[src/sv/atapio_pkg.sv]
// ---------------------------------------------------------------------------
// atapio_pkg
// Types, codes and constants shared by the ATA PIO task file core.
// ---------------------------------------------------------------------------
package atapio_pkg;

  // Sizing
  localparam int MAX_SECTORS_DEF  = 64;
  localparam int WORDS_PER_SECTOR = 256;
  localparam int WORD_IDX_W       = 8;
  localparam int LBA_W            = 28;
  localparam int CAP_W            = 7;

  // Configuration register indexes and reset values
  localparam logic CFG_MASK = 1'b0;
  localparam logic CFG_CAP  = 1'b1;
  localparam logic [1:0]       MASK_RESET = 2'd1;
  localparam logic [CAP_W-1:0] CAP_RESET  = 7'd64;

  // Task file offsets
  localparam logic [2:0] OFF_DATA   = 3'd0;
  localparam logic [2:0] OFF_ERROR  = 3'd1;
  localparam logic [2:0] OFF_COUNT  = 3'd2;
  localparam logic [2:0] OFF_LBA_LO = 3'd3;
  localparam logic [2:0] OFF_LBA_MI = 3'd4;
  localparam logic [2:0] OFF_LBA_HI = 3'd5;
  localparam logic [2:0] OFF_SELECT = 3'd6;
  localparam logic [2:0] OFF_STATUS = 3'd7;

  // Commands
  localparam logic [7:0] CMD_IDENTIFY = 8'hEC;
  localparam logic [7:0] CMD_READ     = 8'h20;
  localparam logic [7:0] CMD_WRITE    = 8'h30;
  localparam logic [7:0] CMD_FLUSH    = 8'hE7;

  // Status bits and error codes
  localparam logic [7:0] ST_DRQ    = 8'h08;
  localparam logic [7:0] ST_ERR    = 8'h01;
  localparam logic [7:0] ERR_ABORT = 8'h04;
  localparam logic [7:0] ERR_RANGE = 8'h10;

  // Register reset values
  localparam logic [7:0] COUNT_RESET  = 8'h01;
  localparam logic [7:0] SELECT_RESET = 8'hA0;

  // Identify page
  localparam logic [WORD_IDX_W-1:0] ID_TEXT_FIRST = 8'd27;
  localparam logic [WORD_IDX_W-1:0] ID_TEXT_LAST  = 8'd46;
  localparam logic [WORD_IDX_W-1:0] ID_CAP_WORD   = 8'd60;
  localparam logic [15:0]           ID_SPACES     = 16'h2020;

  // Transfer state
  typedef enum logic [3:0] {
    MODE_IDLE  = 4'b0001,
    MODE_IDENT = 4'b0010,
    MODE_READ  = 4'b0100,
    MODE_WRITE = 4'b1000
  } mode_t;

  // Sector store port control
  typedef struct packed {
    logic we;
    logic re;
  } mem_ctrl_t;

  // Response capture: where the word comes from and the register value
  typedef struct packed {
    logic        from_mem;
    logic [15:0] value;
  } rsp_t;

endpackage

[src/sv/atapio_cfg.sv]
// ---------------------------------------------------------------------------
// atapio_cfg
// APB configuration registers: drive presence mask and disk capacity.
// ---------------------------------------------------------------------------
module atapio_cfg import atapio_pkg::*; (
  input  logic             clk,
  input  logic             rst,
  input  logic             psel,
  input  logic             penable,
  input  logic             pwrite,
  input  logic [2:0]       paddr,
  input  logic [31:0]      pwdata,
  output logic [31:0]      prdata,
  output logic             pready,
  output logic [1:0]       drive_mask,
  output logic [CAP_W-1:0] disk_cap
);

  logic wr_en;

  assign pready = 1'b1;
  assign wr_en  = psel && penable && pwrite;

  // Write on the access phase, decoded on the word address
  always_ff @(posedge clk) begin
    if (rst) begin
      drive_mask <= MASK_RESET;
      disk_cap   <= CAP_RESET;
    end else if (wr_en) begin
      if (paddr[2] == CFG_MASK) begin
        drive_mask <= pwdata[1:0];
      end else begin
        disk_cap <= pwdata[CAP_W-1:0];
      end
    end
  end

  // Read back
  always_comb begin
    prdata = '0;
    if (paddr[2] == CFG_CAP) begin
      prdata[CAP_W-1:0] = disk_cap;
    end else begin
      prdata[1:0] = drive_mask;
    end
  end

endmodule

[config.mk]
export PLATFORM = sky130hd
export DESIGN_NAME = atapio_cfg
export DESIGN_NICKNAME = d
export VERILOG_FILES = /design/src/sv/atapio_pkg.sv /design/src/sv/atapio_cfg.sv
export SDC_FILE = /design/constraint.sdc
export NUM_CORES = 1
export LEC_CHECK = 0
export ABC_AREA = 1
export BUFFER_PORTS_ARGS = -buffer_cell sky130_fd_sc_hd__buf_2
export CORE_MARGIN = 8
export CORE_UTILIZATION = 35
export DETAILED_ROUTE_END_ITERATION = 7
export GPL_TIMING_DRIVEN = 1
export PLACE_DENSITY_LB_ADDON = 0.25
export SYNTH_ARGS = -nofsm -noshare
export SYNTH_HDL_FRONTEND = slang
export SYNTH_SLANG_ARGS = --single-unit
[constraint.sdc]
create_clock -name clk -period 1.3 [get_ports clk]
set_clock_uncertainty 0.1 [all_clocks]
set_input_delay 0.065 -clock clk [delete_from_list [all_inputs] [get_ports clk]]
set_output_delay 0.065 -clock clk [all_outputs]
set_load 0.01 [all_outputs]
After elaboration in Yosys (flattened, before gate mapping). Cells that the tools add are included.

Flip-flop bits (word level): 9. Input bits: 40. Output and inout port bits: 42. Logic and storage cells: 9.

Muxes and demuxes: 2. Bitwise gates (word level): 1. Reductions and logical operators: 4.

Operator list (number): 2-to-1 mux 5 bit (1); AND reduction 2 bit (2); logical AND 1 bit (2); 2-to-1 mux 2 bit (1); inverter 1 bit (1).

Longest topological paths before layout.
Depth in word-level cells: 3. Depth in mapped cells: 5. Depth with buffers taken out: 5.

Worst setup path before layout. Ideal clock, no wire load.

Path kind: input to register. Start: input paddr[2]. End: register drive_mask[0]. Library setup time: 0.123 ns. Arrival time: 0.480 ns. Required time: 1.077 ns. Setup slack: 0.597 ns. Stages on the path: 4. Path buffers: 2. Cells stage by stage: buf_6 -> buf_6 -> o21ai_1 -> nand3_1.

Longest elaborated chain between the ends: 2.

RTL lines: start, declared (line atapio_cfg.sv:11) `input logic [2:0] paddr,`; inverter 1 bit (no line); AND reduction 2 bit (no line); end signal, assigned (line atapio_cfg.sv:31) `drive_mask <= pwdata[1:0];`; end, declared (line atapio_cfg.sv:15) `output logic [1:0] drive_mask,`.

No other way between the ends. A chain may end at the register's enable or synchronous reset.

Worst setup path in the final report.
Start: register disk_cap[3]. End: output prdata[3].

Longest elaborated chain between the ends: 1.

RTL lines: start, declared (line atapio_cfg.sv:16) `output logic [CAP_W-1:0] disk_cap`; start signal, assigned (line atapio_cfg.sv:33) `disk_cap <= pwdata[CAP_W-1:0];`; 2-to-1 mux 5 bit (line atapio_cfg.sv:41) `if (paddr[2] == CFG_CAP) begin`; end, declared (line atapio_cfg.sv:13) `output logic [31:0] prdata,`.

No other way between the ends.

==> out/metrics.csv <==
stage;metric;value;unit
status;outcome;finished clean;
yosys;Syn Std Cell Area;702;µm²
worst_setup_path;CP cell instances;nand2_1 > inv_1 > buf_2;
run;count of maximum capacitance violations;0;
clock_tree;CTS tree;yes;
floorplan;Placeable Area;1920;µm²
drt;DR vias;593;
finish;most common cell after layout, fill and taps aside;buf_2;
clock_tree;clock root cell;clkbuf_4;
worst_setup_path;crit path to;prdata[3];
pwr;peak supply drop;0.313;mV
place;Place WS;0.349;ns
clock_tree;clock-pin slew on the worst setup and hold paths;0.06;ns
yosys;count of cell types in the netlist;16;
worst_setup_path;CP endpoint kind;output pin;
clock_tree;H-tree Lvls;1;
drt;antenna viol nets, final;0;
floorplan;Vert. Die Dim;60.8;µm
drt;first-pass iteration count of the detailed router;4;
yosys;Synth Register Bits;9;
floorplan;Initial Util;0.365;
finish;Multi-input gate area;339;µm²
floorplan;Die W;60.8;µm
pwr;total power;0.659;mW
sta;final worst path period need;1.01;ns
sta;crit share post-route;0.781;
yosys;Avg Cell Area, Syn;6.81;µm²
drt;Initial DRC Count;7;
global_route;Remaining Overflow, GRT;0;
worst_setup_path;Crit. path cell count;3;
global_route;vias in the first global route;511;
yosys;Synth area leaders;buf_4 28%, dfxtp_1 26%, nand2_1 11%, nor2_1 7.5%, nand3_1 6.4%;
drt;metal2 WL;863;µm
sta;Fmax achieved;0.985;GHz
worst_setup_path;CP max-delay cell;dfxtp_1;
sta;setup violators final;0;
drt;M1 wire length;499;µm
worst_setup_path;CP startpoint kind;flip-flop;
worst_setup_path;r2r startpoint;disk_cap[5];
drt;metal3 WL;173;µm
sta;endpoints failing hold;0;
worst_setup_path;R2R depth;2;
sta;final worst-path setup slack;0.285;ns
floorplan;Ports;82;
floorplan;total die area;3690;µm²
finish;Area growth, synth to finish;13.2;%
sta;setup_tns;0;ns
yosys;Post-Synthesis Cells;103;
clock_tree;CTS Buf Count;3;
global_route;GR Util All Layers;0.0748;
pwr;Pwr Density;829;nW/µm²
worst_setup_path;CP arrival;0.85;ns
worst_setup_path;WP buf/inv;2;
hold_path;Hold Path Class;in2reg;
place;Port Buffers;28;
drt;top routing layer in use;met4;
finish;storage element area;180;µm²
worst_setup_path;R2R Setup Slk;0.62;ns
pwr;leakage;0.497;nW
sta;RSZ-0062 raised after global routing;no;
worst_setup_path;cell family with most CP delay;flip-flops;
worst_setup_path;CP required;1.13;ns
drt;DRC;0;
drt;drt via density;3.71;
finish;leading cell types in the layout, fill and taps excluded;28 x buf_2, 26 x conb_1, 21 x nand2_1, 14 x nor2_1, 12 x inv_1;
worst_setup_path;slowest stage delay, CP;0.36;ns
hold_path;worst hold start;pwdata[5];
worst_setup_path;reg2reg end;disk_cap[5];
sta;hold slack;0.0208;ns
finish;Filler cells;221;
worst_setup_path;Max Fanout on Critical Path;3;
worst_setup_path;worst setup path start;disk_cap[3];
sta;fin. max-slew vios;0;
clock_tree;clk_lat worst skew;0.25;ns
yosys;warnings from Yosys;0;
drt;wirelength, routed;1570;µm
place;gpl congestion;0.755;
yosys;cell taking the most area after synthesis;buf_4;
clock_tree;Clock Path Buffers;2;
place;HPWL after DPL;1300;µm
finish;layout cells sized above 1;0.271;
finish;n_diodes;0;
yosys;area share of the largest cell type after synthesis;0.278;
worst_setup_path;kind of critical path;reg2out;
global_route;antenna violations before repair;0;
global_route;first-pass GRT wire length;2050;µm
clock_tree;Clock Sinks;9;
yosys;register area share after synthesis;0.257;
global_route;largest net degree at the start of global routing;17;
finish;Nets;174;
drt;drt wl/cell;9.84;µm
clock_tree;Post-CTS Setup Bufs;0;
floorplan;Rows;16;
per-stage QoR:
stage / std cells / cell area [µm²] / util
global placement: 154 / 748 / 0.389
finish: 160 / 795 / 0.413
detailed placement: 154 / 748 / 0.389
global route: 160 / 795 / 0.413
floorplan: 127 / 792 / -
CTS: 160 / 795 / 0.413
cells by family after synthesis:
logic type / after synthesis / share of synthesized area
other: 2 / 0.0107
AND/OR/NAND/NOR: 48 / 0.330
flip-flops: 9 / 0.257
buffers and inverters: 42 / 0.389
AO/OA/AOI/OAI: 2 / 0.0142
metal layers:
layer,vias to the layer above,global-route usage
li1,311,-
met1,253,0.0630
met2,25,0.143
met3,4,0.0191
met4,0,0.0598
met5,-,0
cell usage after synthesis (all sizes together):
cell type	count
nor2	17
nand3	10
dfxtp	9
buf	28
o21ai	2
nand2	21
clkinv	1
inv	13
conb	2
power breakdown:
| part | switching [mW] | leakage [nW] | internal, mW |
|---|---|---|---|
| Combinational | 0.102 | 0.408 | 0.0471 |
| Clock | 0.0997 | 0.0150 | 0.118 |
| Sequential | 0.00633 | 0.0732 | 0.286 |
how the worst min path moves through the flow:
| stage | to | slack, ns | cells past startpoint |
|---|---|---|---|
| 6_report | disk_cap[5] | 0.02 | 5 |
| 5_1_grt | disk_cap[4] | 0.05 | 5 |
| 4_1_cts | disk_cap[5] | 0.02 | 5 |
| 3_5_place_dp | disk_cap[6] | 0.19 | 3 |
| 3_3_place_gp | disk_cap[6] | 0.18 | 3 |
| 2_1_floorplan | drive_mask[0] | 0.09 | 2 |
timing repair:
action / in CTS / in global routing
endpoints found under the hold margin: 2 / 0
resized for setup: 0 / 0
hold buffers: 2 / 0
registers in the layout, indices dropped and copies added, names as in the netlist:
name        count
drive_mask      2
disk_cap        7
area by class of cell:
cell class	count	area share
Clock buffer	4	0.0331
Sequential cell	9	0.227
Multi-Input combinational cell	76	0.427
Tap cell	27	0.0425
Inverter	14	0.0693
Timing Repair Buffer	30	0.202
worst reg2reg max path, delay by kind of cell, from the launching register on:
family        cells  cell delay (ns)
flops             1             0.32
simple gates      2             0.16
No activity file was read; power rests on OpenSTA's default activity.
