File: config.mk
export PLATFORM = sky130hd
export DESIGN_NAME = atapio_tfile
export DESIGN_NICKNAME = d
export VERILOG_FILES = /design/src/sv/atapio_pkg.sv /design/src/sv/atapio_tfile.sv
export SDC_FILE = /design/constraint.sdc
export NUM_CORES = 1
export LEC_CHECK = 0
export BUFFER_PORTS_ARGS = -buffer_cell sky130_fd_sc_hd__buf_2
export CAP_MARGIN = 15
export CORE_MARGIN = 1
export CORE_UTILIZATION = 40
export DETAILED_ROUTE_END_ITERATION = 6
export GPL_TIMING_DRIVEN = 0
export PLACE_DENSITY = 0.68
export SYNTH_ARGS = -nofsm -noshare
export SYNTH_HDL_FRONTEND = slang
export SYNTH_SLANG_ARGS = --single-unit
export TNS_END_PERCENT = 50
File: constraint.sdc
create_clock -name clk -period 4.55 [get_ports clk]
set_input_delay 1.1375 -clock clk [delete_from_list [all_inputs] [get_ports clk]]
set_output_delay 1.1375 -clock clk [all_outputs]
set_load 0.01 [all_outputs]
File: src/sv/atapio_pkg.sv
// ---------------------------------------------------------------------------
// atapio_pkg
// Types, codes and constants shared by the ATA PIO task file core.
// ---------------------------------------------------------------------------
package atapio_pkg;

  // Sizing
  localparam int MAX_SECTORS_DEF  = 64;
  localparam int WORDS_PER_SECTOR = 256;
  localparam int WORD_IDX_W       = 8;
  localparam int LBA_W            = 28;
  localparam int CAP_W            = 7;

  // Configuration register indexes and reset values
  localparam logic CFG_MASK = 1'b0;
  localparam logic CFG_CAP  = 1'b1;
  localparam logic [1:0]       MASK_RESET = 2'd1;
  localparam logic [CAP_W-1:0] CAP_RESET  = 7'd64;

  // Task file offsets
  localparam logic [2:0] OFF_DATA   = 3'd0;
  localparam logic [2:0] OFF_ERROR  = 3'd1;
  localparam logic [2:0] OFF_COUNT  = 3'd2;
  localparam logic [2:0] OFF_LBA_LO = 3'd3;
  localparam logic [2:0] OFF_LBA_MI = 3'd4;
  localparam logic [2:0] OFF_LBA_HI = 3'd5;
  localparam logic [2:0] OFF_SELECT = 3'd6;
  localparam logic [2:0] OFF_STATUS = 3'd7;

  // Commands
  localparam logic [7:0] CMD_IDENTIFY = 8'hEC;
  localparam logic [7:0] CMD_READ     = 8'h20;
  localparam logic [7:0] CMD_WRITE    = 8'h30;
  localparam logic [7:0] CMD_FLUSH    = 8'hE7;

  // Status bits and error codes
  localparam logic [7:0] ST_DRQ    = 8'h08;
  localparam logic [7:0] ST_ERR    = 8'h01;
  localparam logic [7:0] ERR_ABORT = 8'h04;
  localparam logic [7:0] ERR_RANGE = 8'h10;

  // Register reset values
  localparam logic [7:0] COUNT_RESET  = 8'h01;
  localparam logic [7:0] SELECT_RESET = 8'hA0;

  // Identify page
  localparam logic [WORD_IDX_W-1:0] ID_TEXT_FIRST = 8'd27;
  localparam logic [WORD_IDX_W-1:0] ID_TEXT_LAST  = 8'd46;
  localparam logic [WORD_IDX_W-1:0] ID_CAP_WORD   = 8'd60;
  localparam logic [15:0]           ID_SPACES     = 16'h2020;

  // Transfer state
  typedef enum logic [3:0] {
    MODE_IDLE  = 4'b0001,
    MODE_IDENT = 4'b0010,
    MODE_READ  = 4'b0100,
    MODE_WRITE = 4'b1000
  } mode_t;

  // Sector store port control
  typedef struct packed {
    logic we;
    logic re;
  } mem_ctrl_t;

  // Response capture: where the word comes from and the register value
  typedef struct packed {
    logic        from_mem;
    logic [15:0] value;
  } rsp_t;

endpackage

File: src/sv/atapio_tfile.sv
// ---------------------------------------------------------------------------
// atapio_tfile
// Task file registers, command decode and PIO transfer sequencing.
// ---------------------------------------------------------------------------
module atapio_tfile import atapio_pkg::*; #(
  parameter int MAX_SECTORS = MAX_SECTORS_DEF,
  localparam int SIDX_W = $clog2(2 * MAX_SECTORS),
  localparam int ADDR_W = SIDX_W + WORD_IDX_W
) (
  input  logic              clk,
  input  logic              rst,
  input  logic              fire,
  input  logic              req_type,
  input  logic [2:0]        reg_offset,
  input  logic [15:0]       wdata,
  input  logic [1:0]        drive_mask,
  input  logic [CAP_W-1:0]  disk_cap,
  output mem_ctrl_t         mem_ctrl,
  output logic [ADDR_W-1:0] mem_addr,
  output rsp_t              rsp
);

  // State
  logic [7:0]            count_reg, count_reg_next;
  logic [7:0]            lba_lo, lba_lo_next;
  logic [7:0]            lba_mi, lba_mi_next;
  logic [7:0]            lba_hi, lba_hi_next;
  logic [7:0]            select_reg, select_reg_next;
  logic [7:0]            error_reg, error_reg_next;
  logic                  err_flag, err_flag_next;
  mode_t                 mode, mode_next;
  logic [WORD_IDX_W-1:0] word_index, word_index_next;
  logic [8:0]            sectors_left, sectors_left_next;
  logic [LBA_W-1:0]      xfer_lba, xfer_lba_next;

  // Decode helpers
  logic                  present;
  logic [CAP_W-1:0]      capacity;
  logic [LBA_W-1:0]      cap_wide;
  logic [LBA_W-1:0]      cmd_lba;
  logic [LBA_W-1:0]      lba_inc;
  logic [8:0]            left_dec;
  logic [SIDX_W-1:0]     sector_idx;
  logic [15:0]           id_word;
  logic [7:0]            byte_in;
  logic                  adv;

  assign byte_in  = wdata[7:0];
  assign present  = drive_mask[select_reg[4]];
  assign capacity = (int'(disk_cap) > MAX_SECTORS) ? CAP_W'(MAX_SECTORS) : disk_cap;
  assign cap_wide = LBA_W'(capacity);
  assign cmd_lba  = {select_reg[3:0], lba_hi, lba_mi, lba_lo};
  assign lba_inc  = xfer_lba + 1'b1;
  assign left_dec = sectors_left - 1'b1;

  // Store address: drive bank plus sector, word in the low bits
  assign sector_idx = (select_reg[4] ? SIDX_W'(MAX_SECTORS) : '0) + xfer_lba[SIDX_W-1:0];
  assign mem_addr   = {sector_idx, word_index};

  // Identify page word
  always_comb begin
    id_word = '0;
    if (word_index >= ID_TEXT_FIRST && word_index <= ID_TEXT_LAST) begin
      id_word = ID_SPACES;
    end else if (word_index == ID_CAP_WORD) begin
      id_word = 16'(capacity);
    end
  end

  // Next state and response for the transaction at hand
  always_comb begin
    count_reg_next    = count_reg;
    lba_lo_next       = lba_lo;
    lba_mi_next       = lba_mi;
    lba_hi_next       = lba_hi;
    select_reg_next   = select_reg;
    error_reg_next    = error_reg;
    err_flag_next     = err_flag;
    mode_next         = mode;
    word_index_next   = word_index;
    sectors_left_next = sectors_left;
    xfer_lba_next     = xfer_lba;
    mem_ctrl          = '0;
    rsp               = '0;
    adv               = 1'b0;

    if (req_type) begin
      case (reg_offset)
        OFF_DATA: begin
          if (present && mode == MODE_WRITE) begin
            mem_ctrl.we = fire;
            adv         = 1'b1;
          end
        end
        OFF_COUNT:  count_reg_next  = byte_in;
        OFF_LBA_LO: lba_lo_next     = byte_in;
        OFF_LBA_MI: lba_mi_next     = byte_in;
        OFF_LBA_HI: lba_hi_next     = byte_in;
        OFF_SELECT: select_reg_next = byte_in;
        OFF_STATUS: begin
          if (present) begin
            err_flag_next   = 1'b0;
            error_reg_next  = '0;
            mode_next       = MODE_IDLE;
            word_index_next = '0;
            case (byte_in)
              CMD_IDENTIFY: begin
                mode_next         = MODE_IDENT;
                sectors_left_next = 9'd1;
              end
              CMD_READ, CMD_WRITE: begin
                if (cmd_lba >= cap_wide) begin
                  err_flag_next  = 1'b1;
                  error_reg_next = ERR_RANGE;
                end else begin
                  xfer_lba_next     = cmd_lba;
                  sectors_left_next = (count_reg == '0) ? 9'd256 : {1'b0, count_reg};
                  mode_next         = (byte_in == CMD_READ) ? MODE_READ : MODE_WRITE;
                end
              end
              CMD_FLUSH: ;
              default: begin
                err_flag_next  = 1'b1;
                error_reg_next = ERR_ABORT;
              end
            endcase
          end
        end
        default: ;
      endcase
    end else begin
      case (reg_offset)
        OFF_DATA: begin
          if (present && mode == MODE_IDENT) begin
            rsp.value = id_word;
            adv       = 1'b1;
          end else if (present && mode == MODE_READ) begin
            mem_ctrl.re  = fire;
            rsp.from_mem = 1'b1;
            adv          = 1'b1;
          end
        end
        OFF_ERROR:  rsp.value = {8'h00, error_reg};
        OFF_COUNT:  rsp.value = {8'h00, count_reg};
        OFF_LBA_LO: rsp.value = {8'h00, lba_lo};
        OFF_LBA_MI: rsp.value = {8'h00, lba_mi};
        OFF_LBA_HI: rsp.value = {8'h00, lba_hi};
        OFF_SELECT: rsp.value = {8'h00, select_reg};
        default: begin
          if (present) begin
            rsp.value = {8'h00, ((mode != MODE_IDLE) ? ST_DRQ : 8'h00) |
                                (err_flag ? ST_ERR : 8'h00)};
          end
        end
      endcase
    end

    // Advance the transfer by one word; close or fail at sector ends
    if (adv) begin
      if (word_index == '1) begin
        word_index_next   = '0;
        sectors_left_next = left_dec;
        xfer_lba_next     = lba_inc;
        if (left_dec == '0) begin
          mode_next = MODE_IDLE;
        end else if (mode != MODE_IDENT && lba_inc >= cap_wide) begin
          err_flag_next  = 1'b1;
          error_reg_next = ERR_RANGE;
          mode_next      = MODE_IDLE;
        end
      end else begin
        word_index_next = word_index + 1'b1;
      end
    end
  end

  // Update on each accepted transaction
  always_ff @(posedge clk) begin
    if (rst) begin
      count_reg    <= COUNT_RESET;
      lba_lo       <= '0;
      lba_mi       <= '0;
      lba_hi       <= '0;
      select_reg   <= SELECT_RESET;
      error_reg    <= '0;
      err_flag     <= 1'b0;
      mode         <= MODE_IDLE;
      word_index   <= '0;
      sectors_left <= '0;
      xfer_lba     <= '0;
    end else if (fire) begin
      count_reg    <= count_reg_next;
      lba_lo       <= lba_lo_next;
      lba_mi       <= lba_mi_next;
      lba_hi       <= lba_hi_next;
      select_reg   <= select_reg_next;
      error_reg    <= error_reg_next;
      err_flag     <= err_flag_next;
      mode         <= mode_next;
      word_index   <= word_index_next;
      sectors_left <= sectors_left_next;
      xfer_lba     <= xfer_lba_next;
    end
  end

endmodule

Word level (Yosys, flattened, before mapping) --
Cells that the tools add are included.
Word-level totals: output and inout port bits 34, word-level logic and storage cells 134, bits in registers 98, bits of input ports 32
Operators by class: $lt $le $gt $ge 6, equality and inequality tests 18, multiplexer cells 75, reduce and logical (&&, ||, !) cells 19, add/subtract/negate cells 4, bitwise gates (word level) 1
Operators with widths (number):
- $mux 28 | 7
- $pmux 16 s7 | 1
- $mux 8 | 12
- $mux 9 | 7
- $ge 28x7->1 | 2
- $mux 4 | 11
- $add 28x1->28 const B | 1
- $mux 1 | 26
- $eq 8x6->1 const B | 3
- $eq 8x8->1 const B | 3
- $mux 7 | 3
- $pmux 9 s2 | 1
- $mux 17 | 1
- $mux 16 | 1
- $reduce_and 3->1 | 5
- $mux 14 | 1
- $eq 3x3->1 const B | 4
- $pmux 5 s2 | 1
- $logic_not 9->1 | 1
- $sub 9x1->9 const B | 1
- $add 8x1->8 const B | 1
- $ge 8x5->1 const B | 1
- $le 8x6->1 const B | 1
- $logic_not 8->1 | 1
- 19 further kinds | 27

Longest topological paths before layout --
Gate-level depths: netlist of run 1.
word-level depth 12, gate-level depth with buffers 13, mapped depth without buffers 12

Worst setup path before layout of run 1 --
Ideal clock, no wire load.
path kind input to output, from input port reg_offset[0], to output port rsp[3] (netlist bit), slack 0.699 ns, stages 8, arrival 2.714 ns, required time 3.413 ns, buffers on the path 2, path through clkbuf_1 -> nor2_1 -> nand3b_1 -> nor4_1 -> and3_1 -> clkbuf_1 -> nand3_1 -> a221oi_1
RTL lines:
- start: declaration | line atapio_tfile.sv:14 | input logic [2:0] reg_offset,
- end: declaration | line atapio_tfile.sv:20 | output rsp_t rsp

==> out/summary.txt, run 1 <==
Status = finished, final reports clean
Max-cap check violation count = 0
Initial core utilization = 41.3%
Starting DRT DRC Count = 515
Minimum clock period = 4.31 ns
Inserted Clock Buffers = 9
Clk pin slew, worst setup/hold paths = 0.07 ns
H-tree Lvls = 3
Routed WL per cell = 17.7 µm
Library cells used by synthesis = 81
Routed WL = 18.7 mm
Fraction of layout cells with a size suffix above 1 = 13.7%
Clock Sinks = 98
Most common cell after layout, fill and taps aside = nor2_1
Synthesis Warnings = 0
Chip height = 128 µm
Hold Vio Cnt, Final = 0
HP Class = flop to flop
Crit path launch type = primary input
Synthesized flop and latch total = 98
Pwr/cell area = 272 nW/µm²
Main synth FF type = dfxtp_1
RSZ-0062 raised after global routing = false
GRT Overall Usage = 23.5%
Drt pass-1 iters = 7
Slowest stage delay, CP = 0.44 ns
Syn Inst Count = 785
Post-synthesis sequential area ratio = 31.0%
I/O pin count = 66
Layout Skew = 0.00833 ns
Mapped Area = 6320 µm²
Max Clk Rate = 232 MHz
Post-cts resize count = 0
Largest register FFs = 28
CP Cell Sequence = clkbuf_1, nor2_1, nand3b_1, nor4_1, and3_1, nand3_1, a221oi_1, buf_2
Leak = 0.00281 µW
Commonest non-fill, non-tap cells in the layout = nor2_1, dfxtp_1, a21oi_1
Die Area = 16300 µm²
CP endpoint kind = output pin
Initial antenna violation count = 0
CP Max Fanout = 9
Fin. max-slew vios = 0
IO buf count = 43
Fin area = 7170 µm²
Critical Setup Path Class = primary input to output pin
Slew headroom = 33.6%
Slowest CP cell = and3_1
Global-route wire length before repair = 29.9 mm
Post-synth EDFFs = 0
Area growth syn-to-layout = 13.4%
Hold depth = 1
Post-layout nets = 896
Post-synthesis average cell area = 8.06 µm²
Asr flop ratio synth = 0%
Critical path required time = 3.41 ns
Fill count = 1562
Core area = 15300 µm²
Vias per std cell = 5.70
CP arrival = 3.17 ns
Clock latency on the worst-skew pair = 0.36 ns
Regs by FF count = xfer_lba x28, sectors_left x9
DRC viols = 0
CTS max path bufs = 2
Placer Congestion = 0.923
Reg with most FFs = xfer_lba
Fin crit share = 94.7%
CTS tree = done
Measured slew at the worst slew-check pin = 0.992 ns
DR vias = 6041
Largest net degree at the start of global routing = 18
Post-DP HPWL = 14.0 mm
CTS root buffer = clkbuf_16
Die width = 128 µm
R2R cell count = 12
Final core occ = 46.8%
Rows = 45
Final antenna-violating net count = 0
VDD IR max = 0.200 mV
Grt ovf = 0
Placed Instance Area = 6830 µm²
Ant. Diodes = 0
Final setup viols = 0
Number of global-route vias before repair = 5567
## routing by layer
| metal | vias up | part of all wire, % | global-route usage [%] |
|---|---|---|---|
| li1 | 2949 | - | - |
| met1 | 2873 | 46 | 31.2 |
| met2 | 183 | 46 | 37.7 |
| met3 | 36 | 4.8 | 4.05 |
| met4 | 0 | 3.0 | 9.62 |
| met5 | - | 0 | 0 |
## cells by family after synthesis
kind of cell | Yosys count | share of synthesized area (%)
xor+xnor | 28 | 3.88
buf+inv | 85 | 6.27
simple gates | 318 | 27.2
fa+ha+maj | 20 | 3.96
other cells | 1 | 0.0593
flops | 98 | 31.0
mux | 60 | 9.65
compound gates | 175 | 18.0
## through the flow
| stage | hold slack (ns) | setup WS [ns] | total power (µW) | TNS (ns) | cells |
|---|---|---|---|---|---|
| global route | 0.490 | 0.0320 | 2020 | 0 | 1060 |
| finish | 0.470 | 0.240 | 1950 | 0 | 1060 |
| floorplan | 0.426 | 0.699 | 995 | 0 | 791 |
| CTS | 0.467 | 0.195 | 1960 | 0 | 1061 |
| detailed placement | 0.448 | 0.00306 | 1050 | 0 | 1045 |
| global placement | 0.439 | -0.0282 | 1050 | -0.0746 | 1045 |
## final cells by class
cell class	instances	area (µm²)	share of cell area [%]
Buffer	70	340	4.75
Clock buffer	9	225	3.14
Clock inverter	7	124	1.73
Inverter	14	52.6	0.733
Multi-Input combinational cell	608	3990	55.6
Sequential cell	98	1960	27.4
Tap cell	211	264	3.68
Timing Repair Buffer	43	215	3.00
## cell usage after synthesis, types with 10 or more instances
cell type | instances | area [µm²]
mux2i_1 | 52 | 521
a21oi_1 | 59 | 295
o21ai_0 | 23 | 115
a31oi_1 | 13 | 81.3
ha_1 | 20 | 250
nor4_1 | 12 | 75.1
nor3_1 | 16 | 80.1
nor2_1 | 115 | 432
clkbuf_1 | 38 | 143
xor2_1 | 17 | 149
nand2b_1 | 11 | 68.8
inv_1 | 14 | 52.6
and2_1 | 10 | 62.6
xnor2_1 | 11 | 96.3
buf_4 | 14 | 105
nand2_1 | 40 | 150
nand3_1 | 25 | 125
dfxtp_1 | 98 | 1960
or3_1 | 12 | 75.1
nand4_1 | 14 | 87.6
and3_1 | 12 | 75.1
a22oi_1 | 10 | 75.1
## power breakdown
| part | switching (µW) | internal, µW | total [µW] |
|---|---|---|---|
| sequential | 6.82 | 863 | 870 |
| clock | 372 | 544 | 916 |
| combinational | 109 | 56.7 | 165 |
| total | 488 | 1460 | 1950 |
## critical path, delay by kind of cell
kind | cells | cell delay (ns)
compound gates | 1 | 0.28
simple gates | 5 | 1.37
buf+inv | 2 | 0.38
## worst paths after layout
path                             startpoint                         to  slack [ns]
setup / recovery              reg_offset[0]                     rsp[3]        0.24
hold reg to reg   error_reg[1]$_SDFFE_PP0P_  error_reg[1]$_SDFFE_PP0P_        0.47
setup reg to reg   xfer_lba[0]$_SDFFE_PP0P_  error_reg[7]$_SDFFE_PP0P_        1.19
hold / removal    error_reg[1]$_SDFFE_PP0P_  error_reg[1]$_SDFFE_PP0P_        0.47
## timing repair
action / 4_1_cts / 5_1_grt
buffers inserted: 0 / 0
hold buffers: 0 / 0
setup endpoints to repair: 0 / 1
Note: power is estimated with default switching activity, not from simulation.
==> run 2: changes to the inputs <==
- ABC_AREA: default -> 1
==> out/summary.txt, run 2 <==
Post-CTS Hold Buffers = 0 (unchanged)
Post-synth top area share = 29.5% (-1.5 points)
Library cells used by synthesis = 50 (-38%)
CP arrival = 2.93 ns (-0.24 ns)
CP Cell Sequence = buf_2, inv_1, nor3_1, inv_1, nor2_1, a21oi_1, o211ai_1, a221oi_1, o211ai_1, nand2_1, inv_1, buf_2
Status = finished, final reports clean
Min-delay src = error_reg[5]$_SDFFE_PP0P_
Post-layout nets = 1177 (+31%)
Fill count = 1678 (+7.4%)
Most numerous cell in the Yosys netlist = nand2_1
Die Area = 17100 µm² (+5.1%)
GRT Overall Usage = 25.2% (+1.7 points)
Ant. Diodes = 0 (unchanged)
Slowest CP cell = nor3_1
Hold Path End = error_reg[5]$_SDFFE_PP0P_
Regs by FF count = xfer_lba x28, sectors_left x9
HP Class = flop to flop
Final setup margin = 0.486 ns (+0.246 ns)
Adder-cell share of the synthesized area = 3.76% (-0.19 points)
Final setup viols = 0 (unchanged)
Synth Area in Compound Gates = 19.6% (+1.6 points)
Inserted Clock Buffers = 9 (unchanged)
I/O pin count = 66 (unchanged)
Multiplexer share of the synthesized area = 0% (-9.7 points)
Die width = 131 µm (+2.5%)
Slew headroom = 35.6% (+2.0 points)
Fraction of layout cells with a size suffix above 1 = 12.5% (-1.2 points)
R2r endpoint = mode[0]$_SDFFE_PP1P_
Synth Area in XOR/XNOR = 1.71% (-2.2 points)
H-tree Lvls = 3 (unchanged)
DRC viols = 0 (unchanged)
Initial core utilization = 41.4% (+0.11 points)
Critical R2R Launch = xfer_lba[0]$_SDFFE_PP0P_
DR vias = 7186 (+19%)
Placer Congestion = 0.974 (+5.5%)
R2R cell count = 19 (+7)
Fin crit share = 89.3% (-5.4 points)
CP endpoint kind = output pin
Post-CTS setup buffers = 0 (unchanged)
Final antenna-violating net count = 0 (unchanged)
Clock Sinks = 98 (unchanged)
Syn Inst Count = 1061 (+35%)
Post-synthesis average cell area = 6.27 µm² (-22%)
VDD IR max = 0.174 mV (-13%)
Slowest stage delay, CP = 0.63 ns (+0.19 ns)
CP Max Fanout = 7 (-2)
Clock latency on the worst-skew pair = 0.36 ns (about the same)
CTS root buffer = clkbuf_16
Critical Setup Path Class = primary input to output pin
Total power = 1860 µW (-4.6%)
Hold Vio Cnt, Final = 0 (unchanged)
Reg2reg setup slack = 1.58 ns (+0.39 ns)
Critical path required time = 3.41 ns (about the same)
Largest delay share family, worst path = simple AND/OR/NAND/NOR gates
Measured slew at the worst slew-check pin = 0.959 ns (-0.0335 ns)
Simple-gate portion of the synthesized area = 35.1% (+7.9 points)
Number of global-route vias before repair = 6230 (+12%)
IO buf count = 47 (+9.3%)
Global-route wire length before repair = 33.1 mm (+11%)
Synth top cells by count = nand2_1, a21oi_1, nor2_1
Asr flop ratio synth = 0% (unchanged)
Crit path launch type = primary input
Main synth FF type = dfxtp_1
Layout Skew = 0.0180 ns (+0.00966 ns)
Routed WL per cell = 15.3 µm (-13%)
Largest net degree at the start of global routing = 21 (+3)
Place WS = 0.519 ns (+0.516 ns)
Synthesis Warnings = 0 (unchanged)
Commonest non-fill, non-tap cells in the layout = nand2_1, a21oi_1, nor2_1
Rows = 46 (+2.2%)
Mapped Area = 6650 µm² (+5.1%)
Routed WL = 20.7 mm (+10%)
Fin. max-slew vios = 0 (unchanged)
Area growth syn-to-layout = 12.5%
Synth area leaders = dfxtp_1, nand2_1, a21oi_1, o21ai_0, nor2_1
Hold depth = 2 (+1)
Max Clk Rate = 246 MHz (+6.1%)
Minimum clock period = 4.06 ns (-0.246 ns)
CTS tree = done
Initial antenna violation count = 0 (unchanged)
Final core occ = 46.6% (-0.24 points)
Max-cap check violation count = 0 (unchanged)
CTS max path bufs = 2 (unchanged)
Crit path top cell by count = inv_1
Post-synth EDFFs = 0 (unchanged)
Leak = 0.00310 µW (+11%)
Largest register FFs = 28 (unchanged)
Starting DRT DRC Count = 642 (+25%)
Reg with most FFs = xfer_lba
RSZ-0062 raised after global routing = false
Vias per std cell = 5.34 (-6.3%)
Post-synthesis sequential area ratio = 29.5% (-1.5 points)
Core area = 16100 µm² (+4.9%)
Bufs and invs on worst path = 5 (+3)
Clk pin slew, worst setup/hold paths = 0.08 ns (about the same)
Setup TNS = 0 ns (unchanged)
Post-DP HPWL = 15.8 mm (+13%)
Pwr/cell area = 249 nW/µm² (-8.5%)
Most common cell after layout, fill and taps aside = nand2_1
Grt ovf = 0 (unchanged)
Largest family of logic cells by synthesized area = simple AND/OR/NAND/NOR gates
Area leader, netlist = dfxtp_1
Synthesized flop and latch total = 98 (unchanged)
Chip height = 131 µm (+2.5%)
Drt pass-1 iters = 5 (-2)
Post-cts resize count = 0 (unchanged)
run 2: cell types whose count changed after synthesis, moves of 12 or more:
| cell | delta |
|---|---|
| nand2_1 | +230 |
| inv_1 | +89 |
| o21ai_0 | +58 |
| a21oi_1 | +55 |
| mux2i_1 | -52 |
| nand3_1 | +48 |
| clkbuf_1 | -16 |
| or3_1 | -12 |
run 2: final cells by class:
class / instances / area [µm²] / share of cell area [%]
buffer: 48 / 243 / 3.24
tap: 216 / 270 / 3.61
clock buffer: 9 / 225 / 3.01
timing repair buffer: 47 / 235 / 3.14
sequential: 98 / 1960 / 26.2
clock inverter: 7 / 78.8 / 1.05
multi-input combinational: 804 / 4030 / 53.8
inverter: 117 / 439 / 5.87
run 2: per-layer routing:
layer | global-route usage (%) | vias up | share of wire, %
met5 | 0 | - | 0
met4 | 6.29 | 0 | 1.4
met3 | 4.56 | 27 | 7.1
met2 | 40.1 | 271 | 45
met1 | 35.1 | 3260 | 46
li1 | - | 3628 | -
run 2: logic make-up (layout without fill, tap and decap cells):
group	Yosys count	in the layout
AO/OA/AOI/OAI	236	236
XOR/XNOR	13	13
adder cells (fa/ha/maj)	20	20
buffers and inverters	165	228
flip-flops	98	98
other	1	7
AND/OR/NAND/NOR	528	528
run 2: power breakdown:
part	switching (µW)	internal, µW	total [µW]
Combinational	129	55.3	184
Sequential	11.9	868	880
Clock	403	394	798
run 2: worst max path at each step:
stage	to	cells past startpoint	start	slack, ns
floorplan	rsp[5]	10	reg_offset[1]	1.14
global placement	rsp[5]	12	reg_offset[1]	0.50
detailed placement	rsp[5]	12	reg_offset[1]	0.52
CTS	rsp[5]	12	reg_offset[1]	0.52
global route	rsp[5]	12	reg_offset[1]	0.40
finish	rsp[5]	12	reg_offset[1]	0.49
run 2: per-stage QoR:
step / hold slack, ns / std cells / instance area [µm²]
6_report: 0.446 / 1346 / 7480
5_1_grt: 0.471 / 1346 / 7480
4_1_cts: 0.450 / 1346 / 7480
3_5_place_dp: 0.437 / 1330 / 7180
3_3_place_gp: 0.432 / 1330 / 7180
2_1_floorplan: 0.424 / 1067 / 6670
run 2: worst register-to-register path, stage by stage, from the launching register on:
cell and delay, ns:
dfxtp_1 0.52, ha_1 0.26, nand2_2 0.10, nor2_8 0.21, nand3_2 0.20, xnor2_1 0.25, ha_1 0.27, and3_1 0.17
nand3_1 0.08, nand2_1 0.07, nor2_1 0.08, nand2_1 0.09, nor2_2 0.13, nand2_1 0.07, nand2_1 0.05, nand2_1 0.06
nand2_2 0.09, nand2_1 0.06, nand2_1 0.06, nand2_1 0.06
